[src/hdl/pta_pkg.sv]
// ----------------------------------------------------------------------------
// pta_pkg
// Shared types and constants of the trapezoidal PID controller: register
// indexes, the shared arithmetic unit's operation codes and command bundle.
// ----------------------------------------------------------------------------
package pta_pkg;

    localparam int DEF_DATA_WIDTH = 32;
    localparam int DEF_FRAC_BITS  = 16;

    // Sample period is unsigned Q0.16.
    localparam int PERIOD_FRAC = 16;
    localparam int PERIOD_W    = 16;
    localparam logic [PERIOD_W-1:0] PERIOD_RESET = 16'd328;

    // Multiplier digit width of the shared unit.
    localparam int DIGIT_W = 16;

    localparam int CFG_IDX_W = 3;

    typedef enum logic [CFG_IDX_W-1:0] {
        CFG_KP     = 3'd0,
        CFG_KI     = 3'd1,
        CFG_KD     = 3'd2,
        CFG_UPPER  = 3'd3,
        CFG_LOWER  = 3'd4,
        CFG_PERIOD = 3'd5
    } t_cfg_idx;

    typedef enum logic [1:0] {
        OP_MUL_PERIOD = 2'd0,
        OP_MUL_GAIN   = 2'd1,
        OP_DIV        = 2'd2
    } t_op;

    typedef struct packed {
        logic start;
        t_op  op;
        logic neg;
    } t_unit_cmd;

endpackage

[src/hdl/pid_trapezoid_antiwindup.sv]
// ----------------------------------------------------------------------------
// pid_trapezoid_antiwindup
// Discrete PID controller with trapezoidal integration and integral clamp,
// signed fixed point, sequenced around one shared multiply/divide unit.
// ----------------------------------------------------------------------------
// A control update is accepted, sequenced through the shared unit and presented
// at o_out_valid, one item at a time; the divide in the shared unit is bit-serial.
// A clear item and the first update after reset or clear bypass the shared unit.
// Synchronous active-low reset restores register defaults and clears state.
module pid_trapezoid_antiwindup #(
    parameter int DATA_WIDTH = pta_pkg::DEF_DATA_WIDTH,
    parameter int FRAC_BITS  = pta_pkg::DEF_FRAC_BITS
) (
    input  logic                            i_clk,
    input  logic                            i_rst_n,
    input  logic                            i_cfg_we,
    input  logic [pta_pkg::CFG_IDX_W-1:0]   i_cfg_idx,
    input  logic [DATA_WIDTH-1:0]           i_cfg_data,
    input  logic                            i_in_valid,
    output logic                            o_in_stall,
    input  logic                            i_mode,
    input  logic signed [DATA_WIDTH-1:0]    i_setpoint,
    input  logic signed [DATA_WIDTH-1:0]    i_measured,
    output logic                            o_out_valid,
    input  logic                            i_out_stall,
    output logic signed [DATA_WIDTH-1:0]    o_drive,
    output logic                            o_computed
);
    import pta_pkg::*;

    localparam logic signed [DATA_WIDTH-1:0] Q_MAX = {1'b0, {(DATA_WIDTH-1){1'b1}}};
    localparam logic signed [DATA_WIDTH-1:0] Q_MIN = {1'b1, {(DATA_WIDTH-1){1'b0}}};

    typedef enum logic [3:0] {
        S_IDLE,
        S_ERR,
        S_PAIR,
        S_DIFF,
        S_INC_REQ,
        S_INT,
        S_P_REQ,
        S_I_REQ,
        S_PI,
        S_DRV,
        S_CL_HI,
        S_CL_LO,
        S_WAIT,
        S_OUT
    } t_state;

    t_state                        r_state;
    t_state                        r_after;

    logic signed [DATA_WIDTH-1:0]  r_kp;
    logic signed [DATA_WIDTH-1:0]  r_ki;
    logic signed [DATA_WIDTH-1:0]  r_kd;
    logic signed [DATA_WIDTH-1:0]  r_upper;
    logic signed [DATA_WIDTH-1:0]  r_lower;
    logic [PERIOD_W-1:0]           r_period;

    logic signed [DATA_WIDTH-1:0]  r_integral;
    logic signed [DATA_WIDTH-1:0]  r_prev;
    logic signed [DATA_WIDTH-1:0]  r_held;
    logic                          r_first;

    logic signed [DATA_WIDTH-1:0]  r_sp;
    logic signed [DATA_WIDTH-1:0]  r_meas;
    logic signed [DATA_WIDTH-1:0]  r_err;
    logic signed [DATA_WIDTH-1:0]  r_pair;
    logic signed [DATA_WIDTH-1:0]  r_diff;
    logic signed [DATA_WIDTH-1:0]  r_deriv;
    logic signed [DATA_WIDTH-1:0]  r_pterm;
    logic signed [DATA_WIDTH-1:0]  r_pi;
    logic                          r_computed;

    logic                          r_out_valid;
    logic signed [DATA_WIDTH-1:0]  r_out_drive;
    logic                          r_out_computed;

    // Saturating adder shared by every sum and difference.
    logic signed [DATA_WIDTH-1:0]  add_a;
    logic signed [DATA_WIDTH-1:0]  add_b;
    logic                          add_sub;
    logic signed [DATA_WIDTH:0]    sum_ext;
    logic signed [DATA_WIDTH-1:0]  sat_sum;

    // Operands and command of the shared multiply/divide unit.
    t_unit_cmd                     u_cmd;
    logic signed [DATA_WIDTH-1:0]  op_a;
    logic signed [DATA_WIDTH-1:0]  op_b;
    logic                          b_is_period;
    logic [PERIOD_W-1:0]           divisor;
    logic [DATA_WIDTH-1:0]         a_mag;
    logic [DATA_WIDTH-1:0]         b_mag;
    logic                          u_done;
    logic signed [DATA_WIDTH-1:0]  u_res;

    always_comb begin
        add_a   = '0;
        add_b   = '0;
        add_sub = 1'b0;
        case (r_state)
            S_ERR: begin
                add_a   = r_sp;
                add_b   = r_meas;
                add_sub = 1'b1;
            end
            S_PAIR: begin
                add_a = r_err;
                add_b = r_prev;
            end
            S_DIFF: begin
                add_a   = r_err;
                add_b   = r_prev;
                add_sub = 1'b1;
            end
            S_INT: begin
                add_a = r_integral;
                add_b = u_res;
            end
            S_PI: begin
                add_a = r_pterm;
                add_b = u_res;
            end
            S_DRV: begin
                add_a = r_pi;
                add_b = u_res;
            end
            default: ;
        endcase
        if (add_sub) begin
            sum_ext = {add_a[DATA_WIDTH-1], add_a} - {add_b[DATA_WIDTH-1], add_b};
        end else begin
            sum_ext = {add_a[DATA_WIDTH-1], add_a} + {add_b[DATA_WIDTH-1], add_b};
        end
        if (sum_ext[DATA_WIDTH] != sum_ext[DATA_WIDTH-1]) begin
            sat_sum = sum_ext[DATA_WIDTH] ? Q_MIN : Q_MAX;
        end else begin
            sat_sum = sum_ext[DATA_WIDTH-1:0];
        end
    end

    // A zero period divides by one.
    assign divisor = (r_period == '0) ? PERIOD_W'(1) : r_period;

    always_comb begin
        op_a        = '0;
        op_b        = '0;
        b_is_period = 1'b0;
        u_cmd.start = 1'b0;
        u_cmd.op    = OP_MUL_GAIN;
        case (r_state)
            S_INC_REQ: begin
                op_a        = r_pair;
                b_is_period = 1'b1;
                u_cmd.start = 1'b1;
                u_cmd.op    = OP_MUL_PERIOD;
            end
            S_INT: begin
                op_a        = r_diff;
                b_is_period = 1'b1;
                u_cmd.start = 1'b1;
                u_cmd.op    = OP_DIV;
            end
            S_P_REQ: begin
                op_a        = r_kp;
                op_b        = r_err;
                u_cmd.start = 1'b1;
            end
            S_I_REQ: begin
                op_a        = r_ki;
                op_b        = r_integral;
                u_cmd.start = 1'b1;
            end
            S_PI: begin
                op_a        = r_kd;
                op_b        = r_deriv;
                u_cmd.start = 1'b1;
            end
            default: ;
        endcase
        a_mag = op_a[DATA_WIDTH-1] ? DATA_WIDTH'(-op_a) : DATA_WIDTH'(op_a);
        if (b_is_period) begin
            b_mag = DATA_WIDTH'((u_cmd.op == OP_DIV) ? divisor : r_period);
        end else begin
            b_mag = op_b[DATA_WIDTH-1] ? DATA_WIDTH'(-op_b) : DATA_WIDTH'(op_b);
        end
        u_cmd.neg = op_a[DATA_WIDTH-1] ^ (op_b[DATA_WIDTH-1] & !b_is_period);
    end

    pta_muldiv #(
        .DATA_WIDTH (DATA_WIDTH),
        .FRAC_BITS  (FRAC_BITS)
    ) u_muldiv (
        .i_clk    (i_clk),
        .i_rst_n  (i_rst_n),
        .i_cmd    (u_cmd),
        .i_a_mag  (a_mag),
        .i_b_mag  (b_mag),
        .o_done   (u_done),
        .o_result (u_res)
    );

    always_ff @(posedge i_clk) begin
        if (!i_rst_n) begin
            r_state     <= S_IDLE;
            r_after     <= S_IDLE;
            r_kp        <= '0;
            r_ki        <= '0;
            r_kd        <= '0;
            r_upper     <= Q_MAX;
            r_lower     <= Q_MIN;
            r_period    <= PERIOD_RESET;
            r_integral  <= '0;
            r_prev      <= '0;
            r_held      <= '0;
            r_first     <= 1'b1;
            r_computed  <= 1'b0;
            r_out_valid <= 1'b0;
        end else begin
            if (i_cfg_we) begin
                unique case (i_cfg_idx)
                    CFG_KP:     r_kp     <= i_cfg_data;
                    CFG_KI:     r_ki     <= i_cfg_data;
                    CFG_KD:     r_kd     <= i_cfg_data;
                    CFG_UPPER:  r_upper  <= i_cfg_data;
                    CFG_LOWER:  r_lower  <= i_cfg_data;
                    CFG_PERIOD: r_period <= i_cfg_data[PERIOD_W-1:0];
                    default: ;
                endcase
            end

            if (r_state == S_OUT && (!r_out_valid || !i_out_stall)) begin
                r_out_valid <= 1'b1;
            end else if (r_out_valid && !i_out_stall) begin
                r_out_valid <= 1'b0;
            end

            unique case (r_state)
                S_IDLE: begin
                    if (i_in_valid) begin
                        r_sp   <= i_setpoint;
                        r_meas <= i_measured;
                        if (i_mode) begin
                            r_integral <= '0;
                            r_prev     <= '0;
                            r_held     <= '0;
                            r_first    <= 1'b1;
                            r_computed <= 1'b0;
                            r_state    <= S_OUT;
                        end else begin
                            r_state <= S_ERR;
                        end
                    end
                end
                S_ERR: begin
                    r_err <= sat_sum;
                    if (r_first) begin
                        // First update only records the error.
                        r_first    <= 1'b0;
                        r_prev     <= sat_sum;
                        r_computed <= 1'b0;
                        r_state    <= S_OUT;
                    end else begin
                        r_state <= S_PAIR;
                    end
                end
                S_PAIR: begin
                    r_pair  <= sat_sum;
                    r_state <= S_DIFF;
                end
                S_DIFF: begin
                    r_diff  <= sat_sum;
                    r_state <= S_INC_REQ;
                end
                S_INC_REQ: begin
                    r_after <= S_INT;
                    r_state <= S_WAIT;
                end
                S_INT: begin
                    r_integral <= sat_sum;
                    r_after    <= S_P_REQ;
                    r_state    <= S_WAIT;
                end
                S_P_REQ: begin
                    r_deriv <= u_res;
                    r_after <= S_I_REQ;
                    r_state <= S_WAIT;
                end
                S_I_REQ: begin
                    r_pterm <= u_res;
                    r_after <= S_PI;
                    r_state <= S_WAIT;
                end
                S_PI: begin
                    r_pi    <= sat_sum;
                    r_after <= S_DRV;
                    r_state <= S_WAIT;
                end
                S_DRV: begin
                    r_held  <= sat_sum;
                    r_state <= S_CL_HI;
                end
                S_CL_HI: begin
                    if (r_integral > r_upper) begin
                        r_integral <= r_upper;
                    end
                    r_state <= S_CL_LO;
                end
                S_CL_LO: begin
                    // Applied after the upper clamp, so crossed limits favor the lower one.
                    if (r_integral < r_lower) begin
                        r_integral <= r_lower;
                    end
                    r_prev     <= r_err;
                    r_computed <= 1'b1;
                    r_state    <= S_OUT;
                end
                S_WAIT: begin
                    if (u_done) begin
                        r_state <= r_after;
                    end
                end
                S_OUT: begin
                    if (!r_out_valid || !i_out_stall) begin
                        r_out_drive    <= r_held;
                        r_out_computed <= r_computed;
                        r_state        <= S_IDLE;
                    end
                end
                default: r_state <= S_IDLE;
            endcase
        end
    end

    assign o_in_stall  = (r_state != S_IDLE);
    assign o_out_valid = r_out_valid;
    assign o_drive     = r_out_drive;
    assign o_computed  = r_out_computed;

endmodule

[src/hdl/pta_muldiv.sv]
// ----------------------------------------------------------------------------
// pta_muldiv
// Shared iterative arithmetic unit. Multiplies two magnitudes one 16-bit
// digit per cycle with rounding, or divides a magnitude shifted up by the
// period fraction by a 16-bit divisor one quotient bit per cycle. The
// result is signed and saturated to the data width.
// ----------------------------------------------------------------------------
module pta_muldiv #(
    parameter int DATA_WIDTH = pta_pkg::DEF_DATA_WIDTH,
    parameter int FRAC_BITS  = pta_pkg::DEF_FRAC_BITS
) (
    input  logic                         i_clk,
    input  logic                         i_rst_n,
    input  pta_pkg::t_unit_cmd           i_cmd,
    input  logic [DATA_WIDTH-1:0]        i_a_mag,
    input  logic [DATA_WIDTH-1:0]        i_b_mag,
    output logic                         o_done,
    output logic signed [DATA_WIDTH-1:0] o_result
);
    import pta_pkg::*;

    localparam int AW  = 2 * DATA_WIDTH;
    localparam int NW  = DATA_WIDTH + PERIOD_FRAC;
    localparam int NCH = (DATA_WIDTH + DIGIT_W - 1) / DIGIT_W;
    localparam int BW  = NCH * DIGIT_W;
    localparam int CW  = $clog2(NW);
    localparam int KW  = (NCH > 1) ? $clog2(NCH) : 1;
    localparam int PW  = DATA_WIDTH + DIGIT_W;

    localparam logic signed [DATA_WIDTH-1:0] Q_MAX = {1'b0, {(DATA_WIDTH-1){1'b1}}};
    localparam logic signed [DATA_WIDTH-1:0] Q_MIN = {1'b1, {(DATA_WIDTH-1){1'b0}}};

    typedef enum logic [1:0] {
        U_IDLE,
        U_MUL,
        U_DIV,
        U_FIN
    } t_ustate;

    t_ustate                       r_state;
    t_op                           r_op;
    logic                          r_neg;
    logic [DATA_WIDTH-1:0]         r_a;
    logic [BW-1:0]                 r_b;
    logic [PERIOD_W-1:0]           r_div;
    logic [PERIOD_W-1:0]           r_rem;
    logic [AW-1:0]                 r_acc;
    logic [CW-1:0]                 r_cnt;
    logic                          r_done;
    logic signed [DATA_WIDTH-1:0]  r_res;

    logic [PW-1:0]                 pp;
    logic [AW-1:0]                 pp_term;
    logic [PERIOD_W:0]             rem_sh;
    logic [PERIOD_W:0]             rem_diff;
    logic                          rem_ge;
    logic [AW-1:0]                 full;
    logic [DATA_WIDTH-1:0]         val;
    logic                          ovf;
    logic signed [DATA_WIDTH-1:0]  n_res;
    logic [AW-1:0]                 n_round;

    // One digit of the multiplier, placed at its weight.
    assign pp      = PW'(r_a) * PW'(r_b[DIGIT_W-1:0]);
    assign pp_term = AW'(pp) << (DIGIT_W * r_cnt[KW-1:0]);

    assign rem_sh   = {r_rem, r_acc[NW-1]};
    assign rem_ge   = rem_sh >= {1'b0, r_div};
    assign rem_diff = rem_sh - {1'b0, r_div};

    // Rounding constant preloaded into the accumulator: half an output LSB.
    assign n_round = (i_cmd.op == OP_MUL_GAIN) ? (AW'(1) << (FRAC_BITS - 1))
                                               : (AW'(1) << PERIOD_FRAC);

    always_comb begin
        case (r_op)
            OP_MUL_GAIN:   full = r_acc >> FRAC_BITS;
            OP_MUL_PERIOD: full = r_acc >> (PERIOD_FRAC + 1);
            // Dividend bits shifted out above the quotient are not part of it.
            default:       full = AW'(r_acc[NW-1:0]);
        endcase
        val = full[DATA_WIDTH-1:0];
        ovf = (|full[AW-1:DATA_WIDTH]) ||
              (val[DATA_WIDTH-1] && (!r_neg || (|val[DATA_WIDTH-2:0])));
        if (ovf) begin
            n_res = r_neg ? Q_MIN : Q_MAX;
        end else begin
            n_res = r_neg ? -$signed(val) : $signed(val);
        end
    end

    always_ff @(posedge i_clk) begin
        if (!i_rst_n) begin
            r_state <= U_IDLE;
            r_cnt   <= '0;
            r_done  <= 1'b0;
        end else begin
            // The result is registered in U_FIN and flagged by r_done in the same cycle.
            r_done <= (r_state == U_FIN);
            unique case (r_state)
                U_IDLE: begin
                    if (i_cmd.start) begin
                        r_op  <= i_cmd.op;
                        r_neg <= i_cmd.neg;
                        r_a   <= i_a_mag;
                        r_b   <= BW'(i_b_mag);
                        r_div <= i_b_mag[PERIOD_W-1:0];
                        r_rem <= '0;
                        r_cnt <= '0;
                        if (i_cmd.op == OP_DIV) begin
                            r_acc   <= AW'({i_a_mag, {PERIOD_FRAC{1'b0}}});
                            r_state <= U_DIV;
                        end else begin
                            r_acc   <= n_round;
                            r_state <= U_MUL;
                        end
                    end
                end
                U_MUL: begin
                    r_acc <= r_acc + pp_term;
                    r_b   <= r_b >> DIGIT_W;
                    r_cnt <= r_cnt + 1'b1;
                    if (r_cnt == CW'(NCH - 1)) begin
                        r_state <= U_FIN;
                    end
                end
                U_DIV: begin
                    r_rem <= rem_ge ? rem_diff[PERIOD_W-1:0] : rem_sh[PERIOD_W-1:0];
                    r_acc <= {r_acc[AW-2:0], rem_ge};
                    r_cnt <= r_cnt + 1'b1;
                    if (r_cnt == CW'(NW - 1)) begin
                        r_state <= U_FIN;
                    end
                end
                U_FIN: begin
                    r_res   <= n_res;
                    r_state <= U_IDLE;
                end
                default: r_state <= U_IDLE;
            endcase
        end
    end

    assign o_done   = r_done;
    assign o_result = r_res;

endmodule

[config.mk]
export PLATFORM = sky130hd
export DESIGN_NAME = pid_trapezoid_antiwindup
export DESIGN_NICKNAME = d
export VERILOG_FILES = /design/src/hdl/pta_pkg.sv /design/src/hdl/pid_trapezoid_antiwindup.sv /design/src/hdl/pta_muldiv.sv
export SDC_FILE = /design/constraint.sdc
export NUM_CORES = 2
export LEC_CHECK = 0
export BUFFER_PORTS_ARGS = -buffer_cell sky130_fd_sc_hd__buf_2
export CORE_MARGIN = 4
export CORE_UTILIZATION = 65
export CTS_BUF_LIST = sky130_fd_sc_hd__clkbuf_4 sky130_fd_sc_hd__clkbuf_8
export CTS_CLUSTER_DIAMETER = 60
export DETAILED_ROUTE_END_ITERATION = 8
export PLACE_DENSITY = 0.82
export SETUP_SLACK_MARGIN = 0.5
export SLEW_MARGIN = 5
export SYNTH_ARGS = -nofsm -noshare
export SYNTH_HDL_FRONTEND = slang
export SYNTH_SLANG_ARGS = --single-unit
[constraint.sdc]
create_clock -name i_clk -period 28.2 [get_ports i_clk]
set_clock_uncertainty 0.05 [all_clocks]
set_input_delay 8.46 -clock i_clk [delete_from_list [all_inputs] [get_ports i_clk]]
set_output_delay 8.46 -clock i_clk [all_outputs]
set_load 0.03 [all_outputs]
==> impl_results.md <==
- CTS HTree Levels: 3
- Failing checks: DRC
- Async SR Flop Fraction: 0%
- Post-CTS setup buffer count: 0
- MaxCap Viol Count: 0
- Synth warn: 0
- Tightest Pin Transition: 1.45 ns
- Core Area: 0.0889 sq mm
- Buffers on Ports: 139
- TNS Setup: 0 ns
- Mapped Nets: 7121
- Num CTS Buffers: 117
- Fill count: 6729
- Crit path launch: u_muldiv.r_b[1]
- Iter 0 DRT Violations: 6291
- First-pass GRT wire length: 295000 um
- Io pins: 140
- CP endpoint kind: flip-flop
- Final nets: 7115
- Critical path's slowest cell: edfxtp_1
- Synth-to-layout area growth: 7.15%
- Synth Area per Inst: 9.34 sq um
- Slew Viols, Final: 0
- Slew headroom: 2.38%
- Commonest non-fill, non-tap cell in the layout: nand2_1
- Arr. time, crit path: 11.70 ns
- Min Tclk post-route: 11.22 ns
- CP required: 28.68 ns
- Max clock buf depth: 3
- Die W: 308 um
- Hold path start: r_held[13]
- Status: finished, violations left
- Vias: 49800
- Reg2Reg Launch Point: u_muldiv.r_b[1]
- CTS Hold Bufs: 0
- Vias in the first global route: 49100
- Row count: 109
- Initial Util: 66.0%
- Final period util: 39.8%
- Die Y: 308 um
- Number of instances resized during post-cts repair: 0
- Worst Hold Class: flip-flop to flip-flop
- Full die area: 0.0952 sq mm
- Main synth FF type: edfxtp_1
- Via/cell ratio: 6.59
- WL/cell: 26.0 um
- Drt total wl: 196000 um
- Most frequent cells in the layout: 1025 x nand2_1, 585 x inv_1, 484 x edfxtp_1, 443 x a21oi_1, 421 x fa_1
- Final Hold Vio Count: 0
- Yosys cell types: 100
- Post-synth EDFFs: 484
- Drt first pass iters: 9
- Synthesis-stage register bit count: 776
- Clk slew on worst S/H paths: 0.07 ns
- Clock Latency Late Sink: 0.80 ns
- RSZ-0062 raised after global routing: no
- Startpoint types: flip-flop
- DP HPWL: 145000 um
- Clock root cell: clkbuf_8
- GPL Wtd Cong: 1.05
- CP max stage delay: 1.22 ns
- Clock Sinks: 776
- Share of cells above drive strength 1: 8.76%
- CP Max Fanout: 32
- Synth Instances: 6284
- Largest net degree at the start of global routing: 72
- Setup-failing EPs final: 0
- FMAX: 89.1 MHz
- WS Path Type: flip-flop to flip-flop
- Register area share after synthesis: 34.7%
- Final ANT Viol Nets: 0
- Post-Syn Area: 0.0587 sq mm
- Initial antenna violation count: 6
- DRC viols: 2
- CTS tree: done
- Total track usage: 41.0%
- Total gr overflow: 0
## critical path, delay by kind of cell, from the launching register on
kind | cells | cell delay (ns)
AO/OA/AOI/OAI | 15 | 3.79
XOR/XNOR | 2 | 0.46
adder cells (fa/ha/maj) | 8 | 3.90
buffers and inverters | 3 | 0.15
flip-flops | 1 | 1.22
AND/OR/NAND/NOR | 4 | 1.40
## layer usage
metal	routed length [um]	GRT usage [%]	share of wire, %	vias to the layer above
li1	-	-	-	21800
met1	67800	49.5	35	23900
met2	88700	65.1	45	3218
met3	21800	8.90	11	816
met4	17900	30.3	9.1	2
met5	17	0	0.0087	-
## synth_stat cells (all sizes together), types with 191 or more instances
library cell	number	area share (%)
edfxtp	484	25
ha	311	6.6
o21ai	300	2.6
inv	588	3.8
nor2	283	1.8
nand2	1025	6.6
and2	253	2.7
a21oi	445	3.8
clkbuf	311	2.0
dfxtp	292	10
fa	421	14
a22oi	191	2.5
## metrics by stage
stage | std cells | setup slack [ns] | instance area (sq um) | util, % | hold slack, ns
2_1_floorplan | 6284 | 15.90 | 58700 | - | 0.350
4_1_cts | 7546 | 17.20 | 62900 | 70.7 | 0.388
5_1_grt | 7547 | 16.10 | 62900 | 70.7 | 0.401
6_report | 7550 | 16.98 | 62900 | 70.7 | 0.387
3_3_place_gp | 7324 | 17.24 | 60300 | 67.8 | 0.366
3_5_place_dp | 7324 | 17.21 | 60300 | 67.8 | 0.372
## state kept, by name, summed over array words and instances (netlist names), 32 cells and up
| name | cells |
|---|---|
| r_upper | 32 |
| r_diff | 32 |
| u_muldiv.o_result | 32 |
| r_kd | 32 |
| r_prev | 32 |
| r_kp | 32 |
| u_muldiv.r_b | 32 |
| r_held | 32 |
| r_pterm | 32 |
| r_err | 32 |
| r_pi | 32 |
| o_drive | 32 |
| r_ki | 32 |
| r_sp | 32 |
| u_muldiv.r_acc | 64 |
| r_meas | 32 |
| r_lower | 32 |
| r_integral | 32 |
| r_pair | 32 |
| u_muldiv.r_a | 32 |
| r_deriv | 32 |
## layout make-up
| type | instances | area (sq um) | area share (%) |
|---|---|---|---|
| diodes | 4 | 10.0 | 0.0159 |
| clock buffers | 168 | 2110 | 3.36 |
| clock inverters | 54 | 479 | 0.762 |
| inverters | 588 | 2210 | 3.52 |
| multi-input cells | 4559 | 34800 | 55.3 |
| flip-flops and latches | 776 | 20400 | 32.4 |
| well taps | 1165 | 1460 | 2.32 |
| repair buffers | 236 | 1420 | 2.26 |
## worst paths after layout
kind | to | slack (ns) | cells after the start
setup / recovery | u_muldiv.r_acc[57] | 16.98 | 32
hold reg to reg | o_drive[13] | 0.39 | 0
hold / removal | o_drive[13] | 0.39 | 0
setup reg to reg | u_muldiv.r_acc[57] | 16.98 | 32
## cells by family after synthesis
family	Yosys count	share of synthesized area, %
flip-flops	776	34.7
AO/OA/AOI/OAI	1507	16.8
XOR/XNOR	228	3.44
buffers and inverters	949	6.20
adder cells (fa/ha/maj)	742	21.2
AND/OR/NAND/NOR	1962	15.5
multiplexers	120	2.20
Power is not shown: default switching activity piles up to over one toggle a cycle in this logic, so the estimate is an artifact.
